[config.mk]
export PLATFORM = sky130hd
export DESIGN_NAME = rvp_project
export DESIGN_NICKNAME = d
export VERILOG_FILES = /design/src/sv/rvp_pkg.sv /design/src/sv/rvp_project.sv
export SDC_FILE = /design/constraint.sdc
export NUM_CORES = 2
export LEC_CHECK = 0
export BUFFER_PORTS_ARGS = -buffer_cell sky130_fd_sc_hd__clkbuf_2
export CELL_PAD_IN_SITES_DETAIL_PLACEMENT = 0
export CELL_PAD_IN_SITES_GLOBAL_PLACEMENT = 1
export CORE_MARGIN = 2
export CORE_UTILIZATION = 40
export DETAILED_ROUTE_END_ITERATION = 16
export PLACE_DENSITY = 0.71
export RECOVER_POWER = 25
export SYNTH_ARGS = -nofsm -noshare
export SYNTH_HDL_FRONTEND = slang
export SYNTH_SLANG_ARGS = --single-unit
[constraint.sdc]
create_clock -name clk -period 8.6 [get_ports clk]
set_input_delay 0.43 -clock clk [delete_from_list [all_inputs] [get_ports clk]]
set_output_delay 0.43 -clock clk [all_outputs]
set_load 0.02 [all_outputs]
[src/sv/rvp_pkg.sv]
// Shared types, constants and register indexes of the vertex rotation and projection block.
// No dependencies; every other file of the block but the defines header imports it.
`default_nettype none

package rvp_pkg;

  // Fixed-point formats.
  localparam int TRIG_SHIFT  = 14;
  localparam int SCALE_SHIFT = 8;

  // Defaults for the top-level parameters.
  localparam int COORD_BITS_DEF    = 10;
  localparam int SCREEN_OFFSET_DEF = 150;

  // Cycles from an accepted item to its result strobe.
  localparam int LATENCY = 8;

  typedef logic signed [15:0] rvp_trig_t;
  typedef logic        [15:0] rvp_scale_t;

  typedef enum logic [3:0] {
    REG_COS_X   = 4'd0,
    REG_SIN_X   = 4'd1,
    REG_COS_Y   = 4'd2,
    REG_SIN_Y   = 4'd3,
    REG_COS_Z   = 4'd4,
    REG_SIN_Z   = 4'd5,
    REG_SCALE_H = 4'd6,
    REG_SCALE_V = 4'd7
  } rvp_reg_t;

  // Register values after reset: identity rotation, unit scale.
  localparam rvp_trig_t  TRIG_ONE  = 16'sd16384;
  localparam rvp_trig_t  TRIG_ZERO = 16'sd0;
  localparam rvp_scale_t SCALE_ONE = 16'd256;

  function automatic int rvp_max(input int a, input int b);
    return (a > b) ? a : b;
  endfunction

endpackage

`default_nettype wire

[src/sv/rvp_project.sv]
// Screen projection: scale by Q8.8 factors, shift, add the offset and saturate, two stages.
// Depends on rvp_pkg.
`default_nettype none

module rvp_project #(
  parameter int W      = 25,
  parameter int OFFSET = 150
) (
  input  logic                clk,
  input  logic                rst,
  input  logic                in_valid,
  input  logic signed [W-1:0] x2,
  input  logic signed [W-1:0] y2,
  input  rvp_pkg::rvp_scale_t scale_h,
  input  rvp_pkg::rvp_scale_t scale_v,
  output logic                done,
  output logic signed [15:0]  screen_x,
  output logic signed [15:0]  screen_y
);
  import rvp_pkg::*;

  localparam int PW = W + 17;
  localparam int TW = W + 10;
  localparam logic signed [TW-1:0] OFF    = TW'(OFFSET);
  localparam logic signed [TW-1:0] SAT_HI = TW'(32767);
  localparam logic signed [TW-1:0] SAT_LO = -TW'(32768);

  logic signed [PW-1:0] prod_x;
  logic signed [PW-1:0] prod_y;
  logic                 prod_valid;
  logic signed [TW-1:0] pos_x;
  logic signed [TW-1:0] pos_y;
  logic signed [15:0]   sat_x;
  logic signed [15:0]   sat_y;

  always_ff @(posedge clk) begin
    prod_x <= x2 * $signed({1'b0, scale_h});
    prod_y <= y2 * $signed({1'b0, scale_v});
  end

  assign pos_x = TW'(prod_x >>> SCALE_SHIFT) + OFF;
  assign pos_y = TW'(prod_y >>> SCALE_SHIFT) + OFF;

  always_comb begin
    if (pos_x > SAT_HI) begin
      sat_x = 16'sh7fff;
    end else if (pos_x < SAT_LO) begin
      sat_x = -16'sh8000;
    end else begin
      sat_x = pos_x[15:0];
    end
    if (pos_y > SAT_HI) begin
      sat_y = 16'sh7fff;
    end else if (pos_y < SAT_LO) begin
      sat_y = -16'sh8000;
    end else begin
      sat_y = pos_y[15:0];
    end
  end

  always_ff @(posedge clk) begin
    screen_x <= sat_x;
    screen_y <= sat_y;
  end

  always_ff @(posedge clk) begin
    if (rst) begin
      prod_valid <= 1'b0;
      done       <= 1'b0;
    end else begin
      prod_valid <= in_valid;
      done       <= prod_valid;
    end
  end

endmodule

`default_nettype wire

After elaboration in Yosys (flattened, before gate mapping) --
Cells that the tools add are included.
Word-level totals: bits in registers 118, bits of input ports 85, output and inout port bits 33, word-level logic and storage cells 16
Operators by class: multiply operators 2, $add $sub $neg 2, muxes and demuxes 2, $lt $le $gt $ge 4
Operator list (count):
- multiplier 25 x 17 -> 42 bit | 2
- adder 34 x 9 -> 35 bit (second input constant) | 2
- greater-than comparator 35 x 16 -> 1 bit (second input constant) | 2
- less-than comparator 35 x 16 -> 1 bit (second input constant) | 2
- two-way mux 16 bit | 2

Longest topological paths before layout --
depth in word-level cells 3, depth in mapped cells 25, mapped depth without buffers 24

Least setup slack after synthesis --
OpenSTA, ideal clock, no wires.
path kind input to register, from input scale_v[9], to register prod_y[36], stages 25, setup slack 1.901 ns, library setup time 0.130 ns, data arrival time 6.569 ns, data required time 8.470 ns, buffers on the path 2, cell sequence clkbuf_1 > clkbuf_1 > nand2_1 > fa_1 > inv_1 > fa_1 > inv_1 > fa_1 > inv_1 > fa_1 > fa_1 > inv_1 > fa_1 > inv_1 > ha_1 > nand3_1 > nor3_1 > and3_1 > a221o_1 > a31oi_1 > o21ai_0 > a211oi_1 > o21ai_0 > a211oi_1 > a21oi_1
Between the ends: cells in the longest elaborated chain, start to end 1
RTL lines:
- start, declared | line rvp_project.sv:15 | input rvp_pkg::rvp_scale_t scale_v,
- multiplier 25 x 17 -> 42 bit | line rvp_project.sv:38 | prod_y <= y2 * $signed({1'b0, scale_v});
- end signal, assigned | line rvp_project.sv:38
- end, declared | line rvp_project.sv:29 | logic signed [PW-1:0] prod_y;
No other way between the ends. A chain may end at the register's enable or synchronous reset.

Worst setup path in the final report --
from input scale_v[2], to register prod_y[36]
Same word-level chain as after synthesis.

==> metrics.txt <==
top-count cell post-synth=inv_1; die width=~290 µm; post-synth top area share=48.6%; CP required=roughly 8.9 ns; Antenna Violating Nets Remaining=0; # diodes=0; RSZ-0062 raised after global routing=no; Least-Margin Pin Slew=1.02 ns; router iterations before antenna repair=5; area delta synth->final=5.35%; port buffer count=117; cts repair resizes=0; routability cong.=0.855; Util after Layout=42.7%; Max Freq=0.139 GHz; vias in the first global route=24600; synthesized area=0.0320 mm²; Die Ht=287 µm; H-Tree Level Count=3; Iteration-0 DRC Markers=roughly 1100; asr flop ratio synth=0%; vias per cell=4.87; Fin. Hold Viols=0; maximum buffer depth of the clock tree=2; CTS Buf Count=9; first-pass GRT wire length=133000 µm; Routed WL=80100 µm; Netlist cell types=69; clock-pin slew on the worst setup and hold paths=0.08 ns; reg-to-reg startpoint=prod_x[9]$_DFF_P_; most instantiated cells after synthesis=inv_1, fa_1, nand2_1; CTS tree=done; Seq cells post-synth=102; buffer type at the clock tree root=clkbuf_16; # clock sinks=102; Starting Density=40.5%; total grt overflow=0; WP data arrival=~7.4 ns; Worst Hold Class=in -> reg; crit path launch=scale_v[2]; Syn. warnings=0; initial antenna violation count=3; max_slew headroom=32.1%; pins over their slew limit=0; # nets final=4679; number of synthesized flops with an enable pin=0; post-route setup slack=1.42 ns; post-synthesis cell count=3608; DRC=0; Tcrit/Tclk final=a little over four fifths; minimum clock period=7.18 ns; share of layout cells above drive strength 1=3.60%; via count=22700; Ports=118; Core Footprint=0.0791 mm²; Worst Hold Launch=rst; dpl ws=approximately 1.1 ns; # Post-CTS Setup Buffers=0; Seq/Total Area, Yosys=6.37%; setup TNS=0 ns; routed length per instance=17.2 µm; Crit Path Max Fanout=25; Die ar.=0.0824 mm²; minimum hold slack=0.205 ns; CP Capture Type=flip-flop; startpoint types=input port; CP Class=in -> reg; ys flop type=dfxtp_1; Max Cap Viol=0; Worst-Skew Late Latency=0.39 ns; Net Count, Synth=around 4700; status=complete, no violations; post-DP HPWL=64400 µm; # rows=103; gr usage total=20.6%; synth top area cells=fa_1, inv_1, ha_1; clock skew=0.0136 ns; CTS Hold Buffers Added=0; largest area contributor in the netlist=fa_1; Avg Inst Size Synth=between 8 and 9 µm²; Fillers=7961; endpoints failing setup=0; largest net degree at the start of global routing=26
## per-stage QoR
step / cells / area, µm²
3_3_place_gp: 4649 / 33500
2_1_floorplan: 3608 / 32000
3_5_place_dp: 4649 / 33500
6_report: 4665 / 33700
5_1_grt: 4665 / 33700
4_1_cts: 4665 / 33800
## layout make-up
class / count / area [µm²] / area share (%)
Timing Repair Buffer: 123 / 592 / 1.75
Sequential cell: 102 / 2040 / 6.05
Multi-Input combinational cell: 2411 / 25900 / 76.7
Tap cell: 1050 / 1310 / 3.89
Inverter: 963 / 3610 / 10.7
Clock buffer: 9 / 225 / 0.667
Clock inverter: 7 / 86.3 / 0.256
## critical path, stage by stage
cell and delay, ns:
clkbuf_2 0.51, nand2_1 0.17, fa_1 0.54, fa_1 0.52, fa_1 0.52, inv_1 0.06, fa_1 0.49, fa_1 0.49
inv_1 0.05, fa_1 0.57, inv_1 0.07, ha_1 0.37, nand4_1 0.20, nor3_1 0.11, and3_1 0.19, a221o_1 0.38
a31oi_1 0.57, o21ai_0 0.25, a211oi_1 0.42, o21ai_0 0.20, a211oi_1 0.26, a21oi_1 0.06
## cells by family (layout without fill, tap and decap cells)
kind of cell	after synthesis	count (layout)	synth area share, %
compound gates	230	230	4.64
fa+ha+maj	984	984	56.7
flops	102	102	6.37
mux	5	5	0.160
buf+inv	1095	1102	12.9
xor+xnor	100	100	2.73
simple gates	1092	1092	16.6
## state kept, by name (all words and copies together), names as in the netlist
signal	count
screen_x	16
done	1
prod_y	34
screen_y	16
prod_x	34
prod_valid	1
## final timing paths
path,to,slack [ns],cells after the start
setup reg to reg,screen_x[14]$_SDFF_PN1_,4.20,12
setup / recovery,prod_y[36]$_DFF_P_,1.42,22
hold / removal,done$_SDFF_PP0_,0.21,2
hold reg to reg,done$_SDFF_PP0_,0.44,1
## per-layer routing
metal,routed length [µm],global-route usage [%],part of all wire (%)
met1,38100,29.6,48
met2,36300,33.0,45
met3,4240,3.46,5.3
met4,1390,3.87,1.7
met5,34,0,0.042
## placed cells by master (no fill, tap or decap), drive strengths merged, types with 4 or more instances in the layout
cell type	synthesis	layout
ha	206	206
buf	3	6
nor3	35	35
inv	963	967
and3	19	19
a2111oi	4	4
xnor2	64	64
nand3	27	27
o211ai	5	5
o21a	24	24
nand4	29	29
clkbuf	129	126
or4	4	4
nand2b	7	7
o21ai	69	69
a21o	11	11
or2	7	7
nand2	532	532
and2	326	326
fa	778	778
nor2b	11	11
a211oi	7	7
o22ai	7	7
a21oi	59	59
a31oi	11	11
mux2i	4	4
nor4	10	10
nor2	71	71
nor3b	4	4
xor2	36	36
dfxtp	102	102
Power is not shown: default switching activity piles up to over one toggle a cycle in this logic, so the estimate is an artifact.
