`config.mk`:
```
export PLATFORM = sky130hd
export DESIGN_NAME = rvp_rotate
export DESIGN_NICKNAME = d
export VERILOG_FILES = /design/src/sv/rvp_pkg.sv /design/src/sv/rvp_rotate.sv
export SDC_FILE = /design/constraint.sdc
export NUM_CORES = 2
export LEC_CHECK = 0
export BUFFER_PORTS_ARGS = -buffer_cell sky130_fd_sc_hd__buf_2
export CORE_MARGIN = 5
export CORE_UTILIZATION = 34
export DETAILED_ROUTE_END_ITERATION = 10
export PLACE_DENSITY = 0.61
export SETUP_SLACK_MARGIN = 0.15
export SLEW_MARGIN = 10
export SYNTH_ARGS = -nofsm -noshare
export SYNTH_HDL_FRONTEND = slang
export SYNTH_SLANG_ARGS = --single-unit
```
`constraint.sdc`:
```
create_clock -name clk -period 9.1 [get_ports clk]
set_input_delay 2.275 -clock clk [delete_from_list [all_inputs] [get_ports clk]]
set_output_delay 2.275 -clock clk [all_outputs]
set_load 0.02 [all_outputs]
```
`src/sv/rvp_pkg.sv`:
```
// Shared types, constants and register indexes of the vertex rotation and projection block.
// No dependencies; every other file of the block but the defines header imports it.
`default_nettype none

package rvp_pkg;

  // Fixed-point formats.
  localparam int TRIG_SHIFT  = 14;
  localparam int SCALE_SHIFT = 8;

  // Defaults for the top-level parameters.
  localparam int COORD_BITS_DEF    = 10;
  localparam int SCREEN_OFFSET_DEF = 150;

  // Cycles from an accepted item to its result strobe.
  localparam int LATENCY = 8;

  typedef logic signed [15:0] rvp_trig_t;
  typedef logic        [15:0] rvp_scale_t;

  typedef enum logic [3:0] {
    REG_COS_X   = 4'd0,
    REG_SIN_X   = 4'd1,
    REG_COS_Y   = 4'd2,
    REG_SIN_Y   = 4'd3,
    REG_COS_Z   = 4'd4,
    REG_SIN_Z   = 4'd5,
    REG_SCALE_H = 4'd6,
    REG_SCALE_V = 4'd7
  } rvp_reg_t;

  // Register values after reset: identity rotation, unit scale.
  localparam rvp_trig_t  TRIG_ONE  = 16'sd16384;
  localparam rvp_trig_t  TRIG_ZERO = 16'sd0;
  localparam rvp_scale_t SCALE_ONE = 16'd256;

  function automatic int rvp_max(input int a, input int b);
    return (a > b) ? a : b;
  endfunction

endpackage

`default_nettype wire

```
`src/sv/rvp_rotate.sv`:
```
// One plane rotation: p = (a*c + b*s) >>> 14 and q = (b*c - a*s) >>> 14, two stages.
// Depends on rvp_pkg.
`default_nettype none

module rvp_rotate #(
  parameter int AW = 17,
  parameter int BW = 16,
  parameter int OW = 19
) (
  input  logic                 clk,
  input  logic                 rst,
  input  logic                 in_valid,
  input  logic signed [AW-1:0] a,
  input  logic signed [BW-1:0] b,
  input  rvp_pkg::rvp_trig_t   c,
  input  rvp_pkg::rvp_trig_t   s,
  output logic                 out_valid,
  output logic signed [OW-1:0] p,
  output logic signed [OW-1:0] q
);
  import rvp_pkg::*;

  localparam int IW = rvp_max(AW, BW);
  localparam int PW = IW + 16;

  logic signed [IW-1:0] a_ext;
  logic signed [IW-1:0] b_ext;
  logic signed [PW-1:0] ac;
  logic signed [PW-1:0] bs;
  logic signed [PW-1:0] bc;
  logic signed [PW-1:0] as_prod;
  logic                 prod_valid;
  logic signed [PW:0]   sum_p;
  logic signed [PW:0]   sum_q;
  logic signed [PW:0]   shr_p;
  logic signed [PW:0]   shr_q;

  assign a_ext = IW'(a);
  assign b_ext = IW'(b);

  // Stage one: the four products.
  always_ff @(posedge clk) begin
    ac      <= a_ext * c;
    bs      <= b_ext * s;
    bc      <= b_ext * c;
    as_prod <= a_ext * s;
  end

  // Stage two: sums, floor shift back to integer.
  assign sum_p = (PW+1)'(ac) + (PW+1)'(bs);
  assign sum_q = (PW+1)'(bc) - (PW+1)'(as_prod);
  assign shr_p = sum_p >>> TRIG_SHIFT;
  assign shr_q = sum_q >>> TRIG_SHIFT;

  always_ff @(posedge clk) begin
    p <= shr_p[OW-1:0];
    q <= shr_q[OW-1:0];
  end

  always_ff @(posedge clk) begin
    if (rst) begin
      prod_valid <= 1'b0;
      out_valid  <= 1'b0;
    end else begin
      prod_valid <= in_valid;
      out_valid  <= prod_valid;
    end
  end

endmodule

`default_nettype wire

```
* Yosys cells after proc, flatten, opt, wreduce, memory -nomap -nowiden
Index checks and enable logic that the tools add are counted.
** Storage, ports and cells
- Bits in latches :: 0
- Memory bits (writable) :: 0
- Bits in read-only memories :: 0
- Logic and storage cells :: 14
- Input bits :: 68
- Output and inout bits :: 39
- Register bits after elaboration :: 170
- Memories kept :: 0
** Operators by class
- Bitwise gates (word level) :: 0
- Shift-type cells :: 0
- Reduce and logical (&&, ||, !) cells :: 0
- Equality and inequality tests :: 0
- $lt $le $gt $ge :: 0
- Multiplexer cells :: 0
- Add/sub/neg operators :: 2
- Divide/modulo/power cells :: 0
- $mul :: 4
** Operator list (number)
- multiplier 17 x 16 -> 33 bit :: 2
- multiplier 16 x 16 -> 32 bit :: 2
- adder 33 x 32 -> 33 bit :: 1
- subtractor 32 x 33 -> 33 bit :: 1

* Longest topological paths before layout
- Depth in word-level cells :: 1
- Mapped depth :: 26
- Gate-level depth less buffers :: 24

* Least setup slack after synthesis
No wires, ideal clock.
- Path kind :: input to register
- Start :: input c[1]
- End :: register ac[30]
- Path slack :: 1238 ps
- Required time :: 8978 ps
- Stages :: 21
- Setup time :: 122 ps
- Arrival time :: 7740 ps
- Path through :: clkbuf_1 -> nand2_1 -> inv_1 -> fa_1 -> inv_1 -> fa_1 -> fa_1 -> fa_1 -> fa_1 -> fa_1 -> inv_1 -> ha_1 -> clkbuf_1 -> nand4_1 -> nor2_1 -> o21ai_0 -> a21oi_1 -> o31ai_2 -> o21a_2 -> o21a_4 -> a311o_1
** Between the ends
- Longest elaborated chain between the ends :: 1
** Ends and longest elaborated chain
- from (decl) :: RTL line rvp_rotate.sv:15 : input rvp_pkg::rvp_trig_t c,
- multiplier 17 x 16 -> 33 bit :: RTL line rvp_rotate.sv:43 : ac <= a_ext * c;
- to (signal assigned) :: RTL line rvp_rotate.sv:43
- to (decl) :: RTL line rvp_rotate.sv:28 : logic signed [PW-1:0] ac;
No other way between the ends.
A chain may end at the register's enable or synchronous reset.

* Final worst setup path
- Start :: input c[8]
- End :: register ac[29]
Same word-level chain as after synthesis.

==> run metrics <==
H-tree Lvls 4; FF+latch count, synth 170; Setup Skew ~0.025 ns; final setup TNS 0 ns; CTS tree yes; worst setup path class in -> reg; Port Buffers 106; DRC viols 0; Worst path most repeated cell fa_1; Slew Limit Fails 0; Worst Max-Slew Pin Slew 0.980 ns; CP max FO 24; Seq/Total Area, Yosys between 7 and 8%; Clock Tree Buf Depth 2; Chip Width ~380 um; crit-path cells buf_2 > buf_4 > nand2_1 > fa_1 > inv_1 > fa_1 > fa_1 > fa_1 > fa_1 > inv_1 > fa_1 > inv_1 > ha_1 > nand3_1 > nor2_1 > o31ai_1 > a211oi_2 > a211oi_1 > o21ai_1 > a31oi_1 > o21bai_1 > xor2_1; die area approximately 140000 um2; row count 135; Post-Synthesis Cell Area 46000 um2; Final Cycle Share 90.8%; Synth Instances 4968; largest cells by area after synthesis fa_1, ha_1, inv_1, dfxtp_1, and2_1; RePlAce Congestion a little under 0.9; startpoint types primary input; EDFF count, synth 0; Slew Limit Headroom approximately 35%; Top FF cell, synth dfxtp_1; Clk Latency, worst-skew pair 0.54 ns; post-synth cell types 76; maxcap violations 0; routed vias about 32000; ys async rst share 0%; Post-CTS Setup Repair Bufs 0; vias in the first global route 35100; CORE AREA 135000 um2; Detailed Route WL 115000 um; initial antenna violation count 27; share of layout cells above drive strength 1 4.99%; drt first-iter violations 1582; Yosys top cell area share about 47%; largest net degree at the start of global routing 34; Vert. Die Dim 378 um; commonest non-fill, non-tap cell in the layout inv_1; most frequent cells in the layout inv_1, fa_1, nand2_1; drt wl/cell 17.0 um; post-CTS sizing 0; Initial DRT Pass Iterations 6; post-layout min period 8.26 ns; num ports 107; Final setup viols 0; Area Overhead vs Synth 7.10%; area leader, netlist fa_1; CTS sink cnt between 150 and 200; All-Layer GR Usage about 17%; CP Buf/Inv Count 5; first-pass GRT wire length 191000 um; hold_buf cts 0; Arr. time, crit path slightly below 9 ns; post-route ant nets 0; TritonCTS Buffers 17; unrepaired setup endpoints after global routing false; Initial Utilization 34.1%; Yosys Warn Count 0; DR vias/cell 4.77; crit path capture type register; Worst-path clk slew about 0.080 ns; Syn Nets between 6000 and 7000; status finished, final reports clean; Hold Vio Cnt, Final 0; post-DP HPWL roughly 95000 um; CP max stage cell fa_1; crit-path leading delay family adder cells; synthesized area per cell about 9.3 um2; Max stage delay on crit path roughly 0.64 ns; Root Buffer clkbuf_16; HP Class reg -> reg; FMAX 121 MHz; GR Overflow Total 0; Critical Path RT 9.57 ns; final net count approximately 6500
==> worst paths after layout <==
kind	start	end	slack, ns	depth (start not counted)
worst max-delay path	c[8]	ac[29]	0.84	22
worst max register to register	ac[4]	p[17]	6.16	10
worst min register to register	prod_valid	out_valid	0.45	1
worst min-delay path	prod_valid	out_valid	0.45	1
==> through the flow <==
stage          std cells  cell area [um2]  util, %  setup slack (ns)  hold slack (ns)
6_report            6785            49300     36.5             0.837            0.447
5_1_grt             6774            49300     36.5             0.622            0.470
4_1_cts             6772            49300     36.5             0.967            0.456
3_5_place_dp        6740            48700     36.1             0.392            0.442
3_3_place_gp        6740            48700     36.1             0.500            0.432
2_1_floorplan       4968            46000        -              1.24            0.414
==> layer usage <==
metal / vias to the layer above / track usage (%) / wire length (um)
li1: 14600 / - / -
met1: 16700 / 22.6 / 49700
met2: 804 / 28.5 / 55500
met3: 167 / 3.26 / 6740
met4: 16 / 4.80 / 3310
met5: - / 0 / 99
==> state kept, by name (all words and copies together) (netlist names) <==
| name | cells |
|---|---|
| ac | 33 |
| as_prod | 33 |
| bc | 32 |
| bs | 32 |
| out_valid | 1 |
| p | 19 |
| prod_valid | 1 |
| q | 19 |
==> final cells by class <==
| class | count | area (um2) |
|---|---|---|
| antenna | 13 | 32.5 |
| clock buffer | 17 | 425 |
| clock inverter | 15 | 146 |
| fill | 13700 | 85700 |
| inverter | 1235 | 4640 |
| multi-input combinational | 3361 | 37200 |
| sequential | 170 | 3400 |
| tap | 1781 | 2230 |
| timing repair buffer | 193 | 1200 |
==> worst register-to-register path, stage by stage, from the launching register on <==
cell	delay [ns]
dfxtp_1	0.31
ha_1	0.29
a211oi_1	0.26
o21ai_0	0.15
o221a_2	0.29
o2bb2ai_2	0.21
a41o_1	0.37
a2111oi_4	0.39
o21bai_1	0.17
a21oi_2	0.17
xnor2_1	0.21
==> cells by family after synthesis <==
logic type	count (synthesis)	synth area share, %
fa+ha+maj	1470	57.5
buf+inv	1437	11.7
simple gates	1316	14.2
compound gates	395	5.77
xor+xnor	178	3.39
flops	170	7.39
mux	2	0.0435
==> Yosys cell counts (all sizes together), types with 38 or more instances <==
| library cell | instances |
|---|---|
| a21o | 55 |
| a21oi | 115 |
| and2 | 512 |
| clkbuf | 201 |
| dfxtp | 170 |
| fa | 1076 |
| ha | 394 |
| inv | 1234 |
| nand2 | 528 |
| nor2 | 143 |
| o21ai | 74 |
| xnor2 | 140 |
| xor2 | 38 |
Power is not shown: default switching activity piles up to over one toggle a cycle in this logic, so the estimate is an artifact.
